`config.mk`:
```
export PLATFORM = sky130hd
export DESIGN_NAME = mono_bitmap_color_expand_top
export DESIGN_NICKNAME = d
export VERILOG_FILES = /design/src/sv/mbce_pkg.sv /design/src/sv/mono_bitmap_color_expand_top.sv /design/src/sv/mbce_queue.sv /design/src/sv/mbce_front.sv /design/src/sv/mbce_back.sv
export SDC_FILE = /design/constraint.sdc
export NUM_CORES = 2
export LEC_CHECK = 0
export BUFFER_PORTS_ARGS = -buffer_cell sky130_fd_sc_hd__buf_4
export CAP_MARGIN = 5
export CORE_UTILIZATION = 40
export DETAILED_ROUTE_END_ITERATION = 8
export GPL_ROUTABILITY_DRIVEN = 1
export PLACE_DENSITY = 0.61
export SKIP_LAST_GASP = 1
export SLEW_MARGIN = 20
export SYNTH_ARGS = -nofsm -noshare
export SYNTH_HDL_FRONTEND = slang
export SYNTH_SLANG_ARGS = --single-unit
```
`constraint.sdc`:
```
create_clock -name clk -period 10.95 [get_ports clk]
set_input_delay 1.095 -clock clk [delete_from_list [all_inputs] [get_ports clk]]
set_output_delay 1.095 -clock clk [all_outputs]
set_load 0.005 [all_outputs]
```
`src/sv/mbce_pkg.sv`:
```
`timescale 1ns / 1ps
`default_nettype none
// ----------------------------------------------------------------------------
// mbce_pkg
// Shared types, constants and helpers of the monochrome colour expansion
// blitter: request and result layouts, register map and colour packing.
// ----------------------------------------------------------------------------
package mbce_pkg;

  // largest bitmap side in pixels, wider requests saturate here
  localparam logic [12:0] MAX_DIM = 13'd4096;

  // request kinds
  typedef enum logic {
    OP_START = 1'b0,
    OP_DATA  = 1'b1
  } op_t;

  // register map of the configuration port
  typedef enum logic [2:0] {
    REG_BASE_ADDRESS    = 3'd0,
    REG_SCREEN_WIDTH    = 3'd1,
    REG_SCREEN_HEIGHT   = 3'd2,
    REG_ROW_PITCH       = 3'd3,
    REG_BYTES_PER_PIXEL = 3'd4,
    REG_RED_FORMAT      = 3'd5,
    REG_GREEN_FORMAT    = 3'd6,
    REG_BLUE_FORMAT     = 3'd7
  } reg_index_t;

  typedef struct packed {
    logic        operation;
    logic [11:0] dest_x;
    logic [11:0] dest_y;
    logic [12:0] glyph_width;
    logic [12:0] glyph_height;
    logic [9:0]  glyph_stride;
    logic        msb_first;
    logic [23:0] fore_rgb;
    logic [23:0] back_rgb;
    logic [7:0]  bitmap_byte;
  } item_t;

  typedef struct packed {
    logic [31:0] write_address;
    logic [31:0] pixel_value;
    logic [2:0]  byte_count;
    logic        last;
  } result_t;

  typedef struct packed {
    logic [31:0] base_address;
    logic [12:0] screen_width;
    logic [12:0] screen_height;
    logic [15:0] row_pitch;
    logic [2:0]  bytes_per_pixel;
    logic [8:0]  red_format;
    logic [8:0]  green_format;
    logic [8:0]  blue_format;
  } cfg_t;

  // one bitmap byte's worth of pixel writes, handed from front to back
  typedef struct packed {
    logic [28:0] row_part;
    logic [15:0] col_part;
    logic [3:0]  count;
    logic [2:0]  pixel_bytes;
    logic        msb_first;
    logic [7:0]  data;
    logic [31:0] fore;
    logic [31:0] back;
  } job_t;

  // bytes per pixel clamped into 1..4
  function automatic logic [2:0] clamp_bpp(input logic [2:0] bpp);
    logic [2:0] r;
    if (bpp == 3'd0) begin
      r = 3'd1;
    end else if (bpp > 3'd4) begin
      r = 3'd4;
    end else begin
      r = bpp;
    end
    return r;
  endfunction

  // one channel: top bits of the value, moved to the mask position
  function automatic logic [31:0] pack_channel(input logic [7:0] value,
                                               input logic [8:0] format);
    logic [3:0]  size;
    logic [4:0]  shift;
    logic [7:0]  kept;
    logic [39:0] wide;
    size = (format[8:5] > 4'd8) ? 4'd8 : format[8:5];
    shift = format[4:0];
    kept = value >> (4'd8 - size);
    wide = {32'd0, kept} << shift;
    return wide[31:0];
  endfunction

  function automatic logic [31:0] pack_colour(input logic [23:0] rgb,
                                              input cfg_t cfg);
    return pack_channel(rgb[23:16], cfg.red_format)
         | pack_channel(rgb[15:8], cfg.green_format)
         | pack_channel(rgb[7:0], cfg.blue_format);
  endfunction

endpackage
`default_nettype wire

```
`src/sv/mono_bitmap_color_expand_top.sv`:
```
`timescale 1ns / 1ps
`default_nettype none
// ----------------------------------------------------------------------------
// mono_bitmap_color_expand_top
// Monochrome bitmap colour expansion into framebuffer pixel writes.
// ----------------------------------------------------------------------------
// A start request clips the bitmap against the screen and packs both colours;
// each following data byte becomes up to eight pixel writes. Requests are
// taken one per cycle while the two-entry job queue has room, including
// while a result waits to be popped. Writes leave one per cycle from the
// address stepper in the back end while the result register is free or
// being popped, one per visible pixel of a byte, and a start or a byte
// with no visible pixel yields no write. A data request passes through the
// job queue, the back end's job registers and the result register.
// ----------------------------------------------------------------------------
module mono_bitmap_color_expand_top (
  input  wire                 clk,
  input  wire                 rst,
  input  wire                 push,
  output logic                full,
  input  mbce_pkg::item_t     item,
  output logic                empty,
  input  wire                 pop,
  output mbce_pkg::result_t   result,
  input  wire                 cfg_valid,
  output logic                cfg_ready,
  input  wire [2:0]           cfg_index,
  input  wire [31:0]          cfg_data
);
  import mbce_pkg::*;

  cfg_t    cfg;
  logic    accept;
  logic    job_push;
  job_t    front_job;
  logic    queue_full;
  logic    job_pop;
  logic    job_valid;
  job_t    head_job;
  logic    out_valid;

  // handshakes
  always_comb begin
    cfg_ready = 1'b1;
    full = queue_full;
    accept = push && !queue_full;
    empty = !out_valid;
  end

  // configuration registers
  always_ff @(posedge clk) begin
    if (rst) begin
      cfg.base_address <= 32'd0;
      cfg.screen_width <= 13'd1024;
      cfg.screen_height <= 13'd768;
      cfg.row_pitch <= 16'd4096;
      cfg.bytes_per_pixel <= 3'd4;
      cfg.red_format <= 9'd272;
      cfg.green_format <= 9'd264;
      cfg.blue_format <= 9'd256;
    end else if (cfg_valid) begin
      case (reg_index_t'(cfg_index))
        REG_BASE_ADDRESS:    cfg.base_address <= cfg_data;
        REG_SCREEN_WIDTH:    cfg.screen_width <= cfg_data[12:0];
        REG_SCREEN_HEIGHT:   cfg.screen_height <= cfg_data[12:0];
        REG_ROW_PITCH:       cfg.row_pitch <= cfg_data[15:0];
        REG_BYTES_PER_PIXEL: cfg.bytes_per_pixel <= cfg_data[2:0];
        REG_RED_FORMAT:      cfg.red_format <= cfg_data[8:0];
        REG_GREEN_FORMAT:    cfg.green_format <= cfg_data[8:0];
        REG_BLUE_FORMAT:     cfg.blue_format <= cfg_data[8:0];
        default: begin
        end
      endcase
    end
  end

  // request decode and draw state
  mbce_front u_front (
    .clk      (clk),
    .rst      (rst),
    .accept   (accept),
    .item     (item),
    .cfg      (cfg),
    .job_push (job_push),
    .job      (front_job)
  );

  // job queue
  mbce_queue u_queue (
    .clk      (clk),
    .rst      (rst),
    .wr_en    (job_push),
    .wr_job   (front_job),
    .full     (queue_full),
    .rd_en    (job_pop),
    .rd_valid (job_valid),
    .rd_job   (head_job)
  );

  // pixel write expansion
  mbce_back u_back (
    .clk        (clk),
    .rst        (rst),
    .cfg        (cfg),
    .job_valid  (job_valid),
    .job        (head_job),
    .job_pop    (job_pop),
    .out_valid  (out_valid),
    .out_pop    (pop),
    .out_result (result)
  );

endmodule
`default_nettype wire

```
`src/sv/mbce_queue.sv`:
```
`timescale 1ns / 1ps
`default_nettype none
// ----------------------------------------------------------------------------
// mbce_queue
// Two-entry register queue of pixel jobs between the front and the back.
// ----------------------------------------------------------------------------
module mbce_queue (
  input  wire              clk,
  input  wire              rst,
  input  wire              wr_en,
  input  mbce_pkg::job_t   wr_job,
  output logic             full,
  input  wire              rd_en,
  output logic             rd_valid,
  output mbce_pkg::job_t   rd_job
);
  import mbce_pkg::*;

  job_t       slots [2];
  logic       wr_ptr;
  logic       rd_ptr;
  logic [1:0] fill;

  // status and head of queue
  always_comb begin
    full = (fill == 2'd2);
    rd_valid = (fill != 2'd0);
    rd_job = slots[rd_ptr];
  end

  // storage
  always_ff @(posedge clk) begin
    if (wr_en) begin
      slots[wr_ptr] <= wr_job;
    end
  end

  // pointers and fill level
  always_ff @(posedge clk) begin
    if (rst) begin
      wr_ptr <= 1'b0;
      rd_ptr <= 1'b0;
      fill <= 2'd0;
    end else begin
      if (wr_en) begin
        wr_ptr <= ~wr_ptr;
      end
      if (rd_en) begin
        rd_ptr <= ~rd_ptr;
      end
      if (wr_en && !rd_en) begin
        fill <= fill + 2'd1;
      end else if (rd_en && !wr_en) begin
        fill <= fill - 2'd1;
      end
    end
  end

endmodule
`default_nettype wire

```
`src/sv/mbce_front.sv`:
```
`timescale 1ns / 1ps
`default_nettype none
// ----------------------------------------------------------------------------
// mbce_front
// Takes requests: a start clips the bitmap and packs the colours, a data
// byte steps the bitmap position and queues a job for its visible pixels.
// ----------------------------------------------------------------------------
module mbce_front (
  input  wire              clk,
  input  wire              rst,
  input  wire              accept,
  input  mbce_pkg::item_t  item,
  input  mbce_pkg::cfg_t   cfg,
  output logic             job_push,
  output mbce_pkg::job_t   job
);
  import mbce_pkg::*;

  logic        drawing;
  logic [11:0] origin_x;
  logic [12:0] row_abs;
  logic [12:0] col_abs;
  logic [12:0] clipped_width;
  logic [12:0] clipped_height;
  logic [12:0] full_height;
  logic [9:0]  stride_bytes;
  logic        bit_order;
  logic [31:0] fore_packed;
  logic [31:0] back_packed;
  logic [9:0]  byte_column;
  logic [12:0] bitmap_row;

  logic        is_data;
  logic        off_screen;
  logic [12:0] width_sat;
  logic [12:0] height_sat;
  logic [12:0] room_x;
  logic [12:0] room_y;
  logic [12:0] first_x;
  logic [12:0] remain_x;
  logic        row_visible;
  logic        col_visible;
  logic [3:0]  pixel_count;
  logic [10:0] column_inc;
  logic        row_end;
  logic [12:0] row_inc;
  logic [2:0]  bpp;
  logic [28:0] row_product;
  logic [15:0] col_product;

  // start geometry: off-screen test, saturation and clipping
  always_comb begin
    is_data = (item.operation == OP_DATA);
    off_screen = ({1'b0, item.dest_x} >= cfg.screen_width)
              || ({1'b0, item.dest_y} >= cfg.screen_height);
    width_sat = (item.glyph_width > MAX_DIM) ? MAX_DIM : item.glyph_width;
    height_sat = (item.glyph_height > MAX_DIM) ? MAX_DIM : item.glyph_height;
    room_x = cfg.screen_width - {1'b0, item.dest_x};
    room_y = cfg.screen_height - {1'b0, item.dest_y};
  end

  // data byte: visible pixel count and position stepping
  always_comb begin
    first_x = {byte_column, 3'b000};
    remain_x = clipped_width - first_x;
    row_visible = (bitmap_row < clipped_height);
    col_visible = (first_x < clipped_width);
    pixel_count = (remain_x >= 13'd8) ? 4'd8 : remain_x[3:0];
    column_inc = {1'b0, byte_column} + 11'd1;
    row_end = (column_inc >= {1'b0, stride_bytes});
    row_inc = bitmap_row + 13'd1;
  end

  // job for the back: address parts and colours
  always_comb begin
    bpp = clamp_bpp(cfg.bytes_per_pixel);
    row_product = 29'(row_abs * cfg.row_pitch);
    col_product = 16'(col_abs * bpp);
    job_push = accept && is_data && drawing && row_visible && col_visible;
    job.row_part = row_product;
    job.col_part = col_product;
    job.count = pixel_count;
    job.pixel_bytes = bpp;
    job.msb_first = bit_order;
    job.data = item.bitmap_byte;
    job.fore = fore_packed;
    job.back = back_packed;
  end

  // draw state
  always_ff @(posedge clk) begin
    if (rst) begin
      drawing <= 1'b0;
      origin_x <= 12'd0;
      row_abs <= 13'd0;
      col_abs <= 13'd0;
      clipped_width <= 13'd0;
      clipped_height <= 13'd0;
      full_height <= 13'd0;
      stride_bytes <= 10'd1;
      bit_order <= 1'b0;
      fore_packed <= 32'd0;
      back_packed <= 32'd0;
      byte_column <= 10'd0;
      bitmap_row <= 13'd0;
    end else if (accept) begin
      if (!is_data) begin
        if (off_screen) begin
          drawing <= 1'b0;
        end else begin
          drawing <= (item.glyph_height != 13'd0);
          origin_x <= item.dest_x;
          row_abs <= {1'b0, item.dest_y};
          col_abs <= {1'b0, item.dest_x};
          clipped_width <= (room_x < width_sat) ? room_x : width_sat;
          clipped_height <= (room_y < height_sat) ? room_y : height_sat;
          full_height <= height_sat;
          stride_bytes <= (item.glyph_stride == 10'd0) ? 10'd1 : item.glyph_stride;
          bit_order <= item.msb_first;
          fore_packed <= pack_colour(item.fore_rgb, cfg);
          back_packed <= pack_colour(item.back_rgb, cfg);
          byte_column <= 10'd0;
          bitmap_row <= 13'd0;
        end
      end else if (drawing) begin
        if (row_end) begin
          byte_column <= 10'd0;
          bitmap_row <= row_inc;
          row_abs <= row_abs + 13'd1;
          col_abs <= {1'b0, origin_x};
          if (row_inc >= full_height) begin
            drawing <= 1'b0;
          end
        end else begin
          byte_column <= column_inc[9:0];
          col_abs <= col_abs + 13'd8;
        end
      end
    end
  end

endmodule
`default_nettype wire

```
`src/sv/mbce_back.sv`:
```
`timescale 1ns / 1ps
`default_nettype none
// ----------------------------------------------------------------------------
// mbce_back
// Expands one queued job into a single result register, one pixel write a
// cycle unless a held result is not popped, stepping the address by pixel size.
// ----------------------------------------------------------------------------
module mbce_back (
  input  wire              clk,
  input  wire              rst,
  input  mbce_pkg::cfg_t   cfg,
  input  wire              job_valid,
  input  mbce_pkg::job_t   job,
  output logic             job_pop,
  output logic             out_valid,
  input  wire              out_pop,
  output mbce_pkg::result_t out_result
);
  import mbce_pkg::*;

  logic        active;
  logic [31:0] address;
  logic [2:0]  pixel;
  logic [3:0]  count;
  logic [2:0]  pixel_bytes;
  logic        msb_first;
  logic [7:0]  data;
  logic [31:0] fore;
  logic [31:0] back;

  logic        emit;
  logic        finish;
  logic        load;
  logic [2:0]  bit_sel;
  logic [31:0] colour;

  // stepping control
  always_comb begin
    emit = active && (!out_valid || out_pop);
    finish = emit && ({1'b0, pixel} == (count - 4'd1));
    load = job_valid && (!active || finish);
    job_pop = load;
    bit_sel = msb_first ? (3'd7 - pixel) : pixel;
    colour = data[bit_sel] ? fore : back;
  end

  // current job and address stepper
  always_ff @(posedge clk) begin
    if (rst) begin
      active <= 1'b0;
    end else if (load) begin
      active <= 1'b1;
    end else if (finish) begin
      active <= 1'b0;
    end
  end

  always_ff @(posedge clk) begin
    if (load) begin
      address <= cfg.base_address + {3'd0, job.row_part} + {16'd0, job.col_part};
      pixel <= 3'd0;
      count <= job.count;
      pixel_bytes <= job.pixel_bytes;
      msb_first <= job.msb_first;
      data <= job.data;
      fore <= job.fore;
      back <= job.back;
    end else if (emit) begin
      address <= address + {29'd0, pixel_bytes};
      pixel <= pixel + 3'd1;
    end
  end

  // result register
  always_ff @(posedge clk) begin
    if (rst) begin
      out_valid <= 1'b0;
    end else if (emit) begin
      out_valid <= 1'b1;
    end else if (out_pop) begin
      out_valid <= 1'b0;
    end
  end

  always_ff @(posedge clk) begin
    if (emit) begin
      out_result.write_address <= address;
      out_result.pixel_value <= colour;
      out_result.byte_count <= pixel_bytes;
      out_result.last <= finish;
    end
  end

endmodule
`default_nettype wire

```
==> impl_metrics.csv <==
group,metric,value,unit
floorplan,core_area,115000,um2
clock_network,cts-htree-levels,3,
synthesis,synth_area_leaders,"edfxtp_1, dfxtp_1, fa_1",
power_and_ir_drop,clockPowerShare,0.320,
worst_setup_path,cp_max_fo,19,
timing,fin_ws,5060,ps
worst_setup_path,r2r_slack,5060,ps
floorplan,ios,229,
timing,finalSetupTns,0,ps
synthesis,synthTopCellsByCount,"nand2_1, edfxtp_1, inv_1, a21oi_1, nor2_1",
worst_setup_path,cp.required,11320,ps
worst_setup_path,worstRegToRegCells,20,
grt,first_global_vias,35200,
worst_setup_path,arrival,6260,ps
timing,drv_slew,0,
synthesis,ys_types,104,
finish,multi_input_area,25400,um2
synthesis,async_flop_share,0,
placed_design,place_inst,6370,
grt,grt-ovfl-total,0,
power_and_ir_drop,power,8.50,mW
synthesis,post-synth-top-count-cell,"nand2_1",
route,drt_iter0_drc,3515,
clock_network,cts_tree,"yes",
route,avgRoutedWirePerCell,22.5,um
timing,tightest_slew,1170,ps
synthesis,synth.net_count,5432,
worst_setup_path,rr_endpoint,"u_queue.slots[0][124]",
floorplan,num_rows,124,
worst_setup_path,worst_setup_path_start_kind,"register",
timing,period_share,0.538,
synthesis,synth_cells,4850,
timing,hold_viol,0,
timing,rsz0062_at_grt,"no",
grt,grt_pass1_wl,221,mm
synthesis,synth_enable_flop_cells,430,
clock_network,cts_buffers,80,
synthesis,synth.yosys.warnings,0,
power_and_ir_drop,ir_drop,0.124,mV
finish,fin_cells,6523,
power_and_ir_drop,swShare,0.313,
power_and_ir_drop,p_per_area,163,nW/um2
synthesis,synth_seq_cells,720,
worst_hold_path,min_path_type,"register to register",
clock_network,hold_buffers,0,
clock_network,postCtsSetupRepairBufs,0,
power_and_ir_drop,p_sw,2.66,mW
timing,fin_crit,5890,ps
clock_network,cts_buffer_depth,3,
worst_setup_path,criticalPathCategory,"register to register",
clock_network,post_cts_resized,0,
synthesis,synth.avg_cell_area,9.59,um2
placed_design,pre_cts_slack,5150,ps
finish,drive_above_1_share,0.131,
synthesis,yosysTopAreaCell,"edfxtp_1",
grt,antenna_found_initial,15,
route,final_antenna_net_count,0,
finish,postLayoutCoreUtil,0.454,
route,vias,37000,
timing,skew,37.2,ps
worst_setup_path,end_kind,"register",
synthesis,ys.flop_type,"edfxtp_1",
grt,grt_max_degree,143,
power_and_ir_drop,p_int,5.84,mW
grt,grt_usage,0.246,
placed_design,dp.final_hpwl,108,mm
floorplan,start_util,0.405,
clock_network,cts.sinks,720,
synthesis,netlist.area_leader.share,0.278,
clock_network,cts-root-buf,"clkbuf_16",
power_and_ir_drop,pwr-share-seq,0.425,
worst_setup_path,cp-endpoint,"u_queue.slots[0][124]",
finish,fin_nets,5522,
timing,slew_headroom,0.215,
power_and_ir_drop,leakage,20.3,nW
placed_design,portBuffers,227,
clock_network,clock_latency,670,ps
route,via_per_inst,5.67,
floorplan,die_h,343,um
route,routed_wl,147,mm
finish,area_growth,12.2,%
placed_design,place.gp.congestion,0.997,
flow_run,maxCapViolations,0,
floorplan,die-width,343,um
floorplan,die_area,118000,um2
power_and_ir_drop,combPwrFrac,0.255,
route,dr.pass1.iters,5,
timing,finalSetupViolations,0,
finish,fillerInstances,11000,
worst_setup_path,cp-startpoint,"u_front.row_abs[1]",
synthesis,ys_seq_area_frac,0.402,
route,drc_errors,0,
synthesis,synth_area,46500,um2
clock_network,path_clk_slew,60,ps
timing,max_freq,0.170,GHz
worst_setup_path,r2r_start,"u_front.row_abs[1]",
finish,regArea,18700,um2
status,status,"completed",
==> critical path, cell delays in order (launching register included) <==
cell and delay (ps):
dfxtp_1 510, and2_1 290, fa_1 530, inv_1 50, fa_1 490, inv_1 60, fa_1 510, inv_1 60
fa_1 490, fa_1 490, inv_1 40, ha_1 320, o21ai_0 130, o21a_1 230, nor4_1 520, nand4bb_1 230
nand3_1 120, a31oi_1 180, o21ai_0 130, a21oi_1 150, a31oi_1 60
==> kinds of logic after synthesis <==
kind of cell / count (synthesis) / synth area share
fa+ha+maj: 424 / 0.144
compound gates: 1029 / 0.146
flops: 720 / 0.402
xor+xnor: 154 / 0.0296
other cells: 1 / 0.0000806
simple gates: 1607 / 0.158
mux: 264 / 0.0663
buf+inv: 651 / 0.0538
==> metrics by stage <==
step	area, um2	hold slack (ps)
after floorplan	46500	420
after global placement	49500	429
after detailed placement	49500	435
after CTS	52200	435
after global routing	52200	454
final	52200	429
==> registers in the layout, summed over array words and instances (netlist names), 32 cells and up, named ones only <==
| name | cells |
|---|---|
| u_front.back_packed | 32 |
| u_back.back | 32 |
| cfg | 104 |
| u_back.fore | 32 |
| u_queue.slots | 250 |
| u_back.address | 32 |
| u_front.fore_packed | 32 |
| u_back.out_result | 68 |
==> metal layers <==
metal / global-route usage / routed length, um / vias up
met5: 0 / 85 / -
met4: 0.0600 / 3000 / 12
met2: 0.349 / 60000 / 1366
met1: 0.375 / 70800 / 18100
met3: 0.0556 / 12900 / 187
li1: - / - / 17300
==> how the worst min path moves through the flow <==
stage	from	end	slack, ps	depth (start not counted)
4_1_cts	u_front.fore_packed[31]	u_queue.slots[0][63]	440	0
2_1_floorplan	u_front.back_packed[13]	u_queue.slots[0][13]	420	0
3_5_place_dp	u_front.back_packed[29]	u_queue.slots[0][29]	430	0
3_3_place_gp	u_front.fore_packed[12]	u_queue.slots[0][44]	430	0
5_1_grt	u_front.back_packed[29]	u_queue.slots[1][29]	450	0
6_report	u_front.fore_packed[31]	u_queue.slots[0][63]	430	0
==> power groups by stage <==
stage	logic, mW	clock network (mW)	registers [mW]
floorplan	1.44	0	3.57
global placement	2.16	0	3.66
detailed placement	2.17	0	3.67
CTS	2.19	2.77	3.61
global route	2.38	2.87	3.65
finish	2.17	2.72	3.61
==> cell type report <==
cell class,count,share of cell area
Sequential cell,720,0.359
Multi-Input combinational cell,3479,0.486
Timing Repair Buffer,277,0.0402
Inverter,382,0.0278
Tap cell,1512,0.0363
Clock inverter,38,0.00835
Clock buffer,112,0.0424
Antenna cell,3,0.000144
==> cell usage in the layout (no fill, tap or decap), types with 33 or more instances in the layout <==
| master | n |
|---|---|
| nand2b_1 | 42 |
| and2_1 | 120 |
| edfxtp_1 | 430 |
| nand4_1 | 33 |
| a31oi_1 | 35 |
| nor2_1 | 316 |
| mux2i_1 | 75 |
| nand3_1 | 101 |
| a21oi_1 | 337 |
| nor2b_1 | 54 |
| buf_4 | 275 |
| inv_1 | 369 |
| xnor2_1 | 104 |
| ha_1 | 237 |
| a21o_1 | 46 |
| clkbuf_16 | 80 |
| o22ai_1 | 33 |
| dfxtp_1 | 289 |
| a211oi_1 | 62 |
| nand2_1 | 710 |
| a311oi_1 | 33 |
| xor2_1 | 48 |
| mux2_2 | 171 |
| o21ai_0 | 161 |
| fa_1 | 187 |
| nor3_1 | 94 |
No activity file was read; power rests on OpenSTA's default activity.
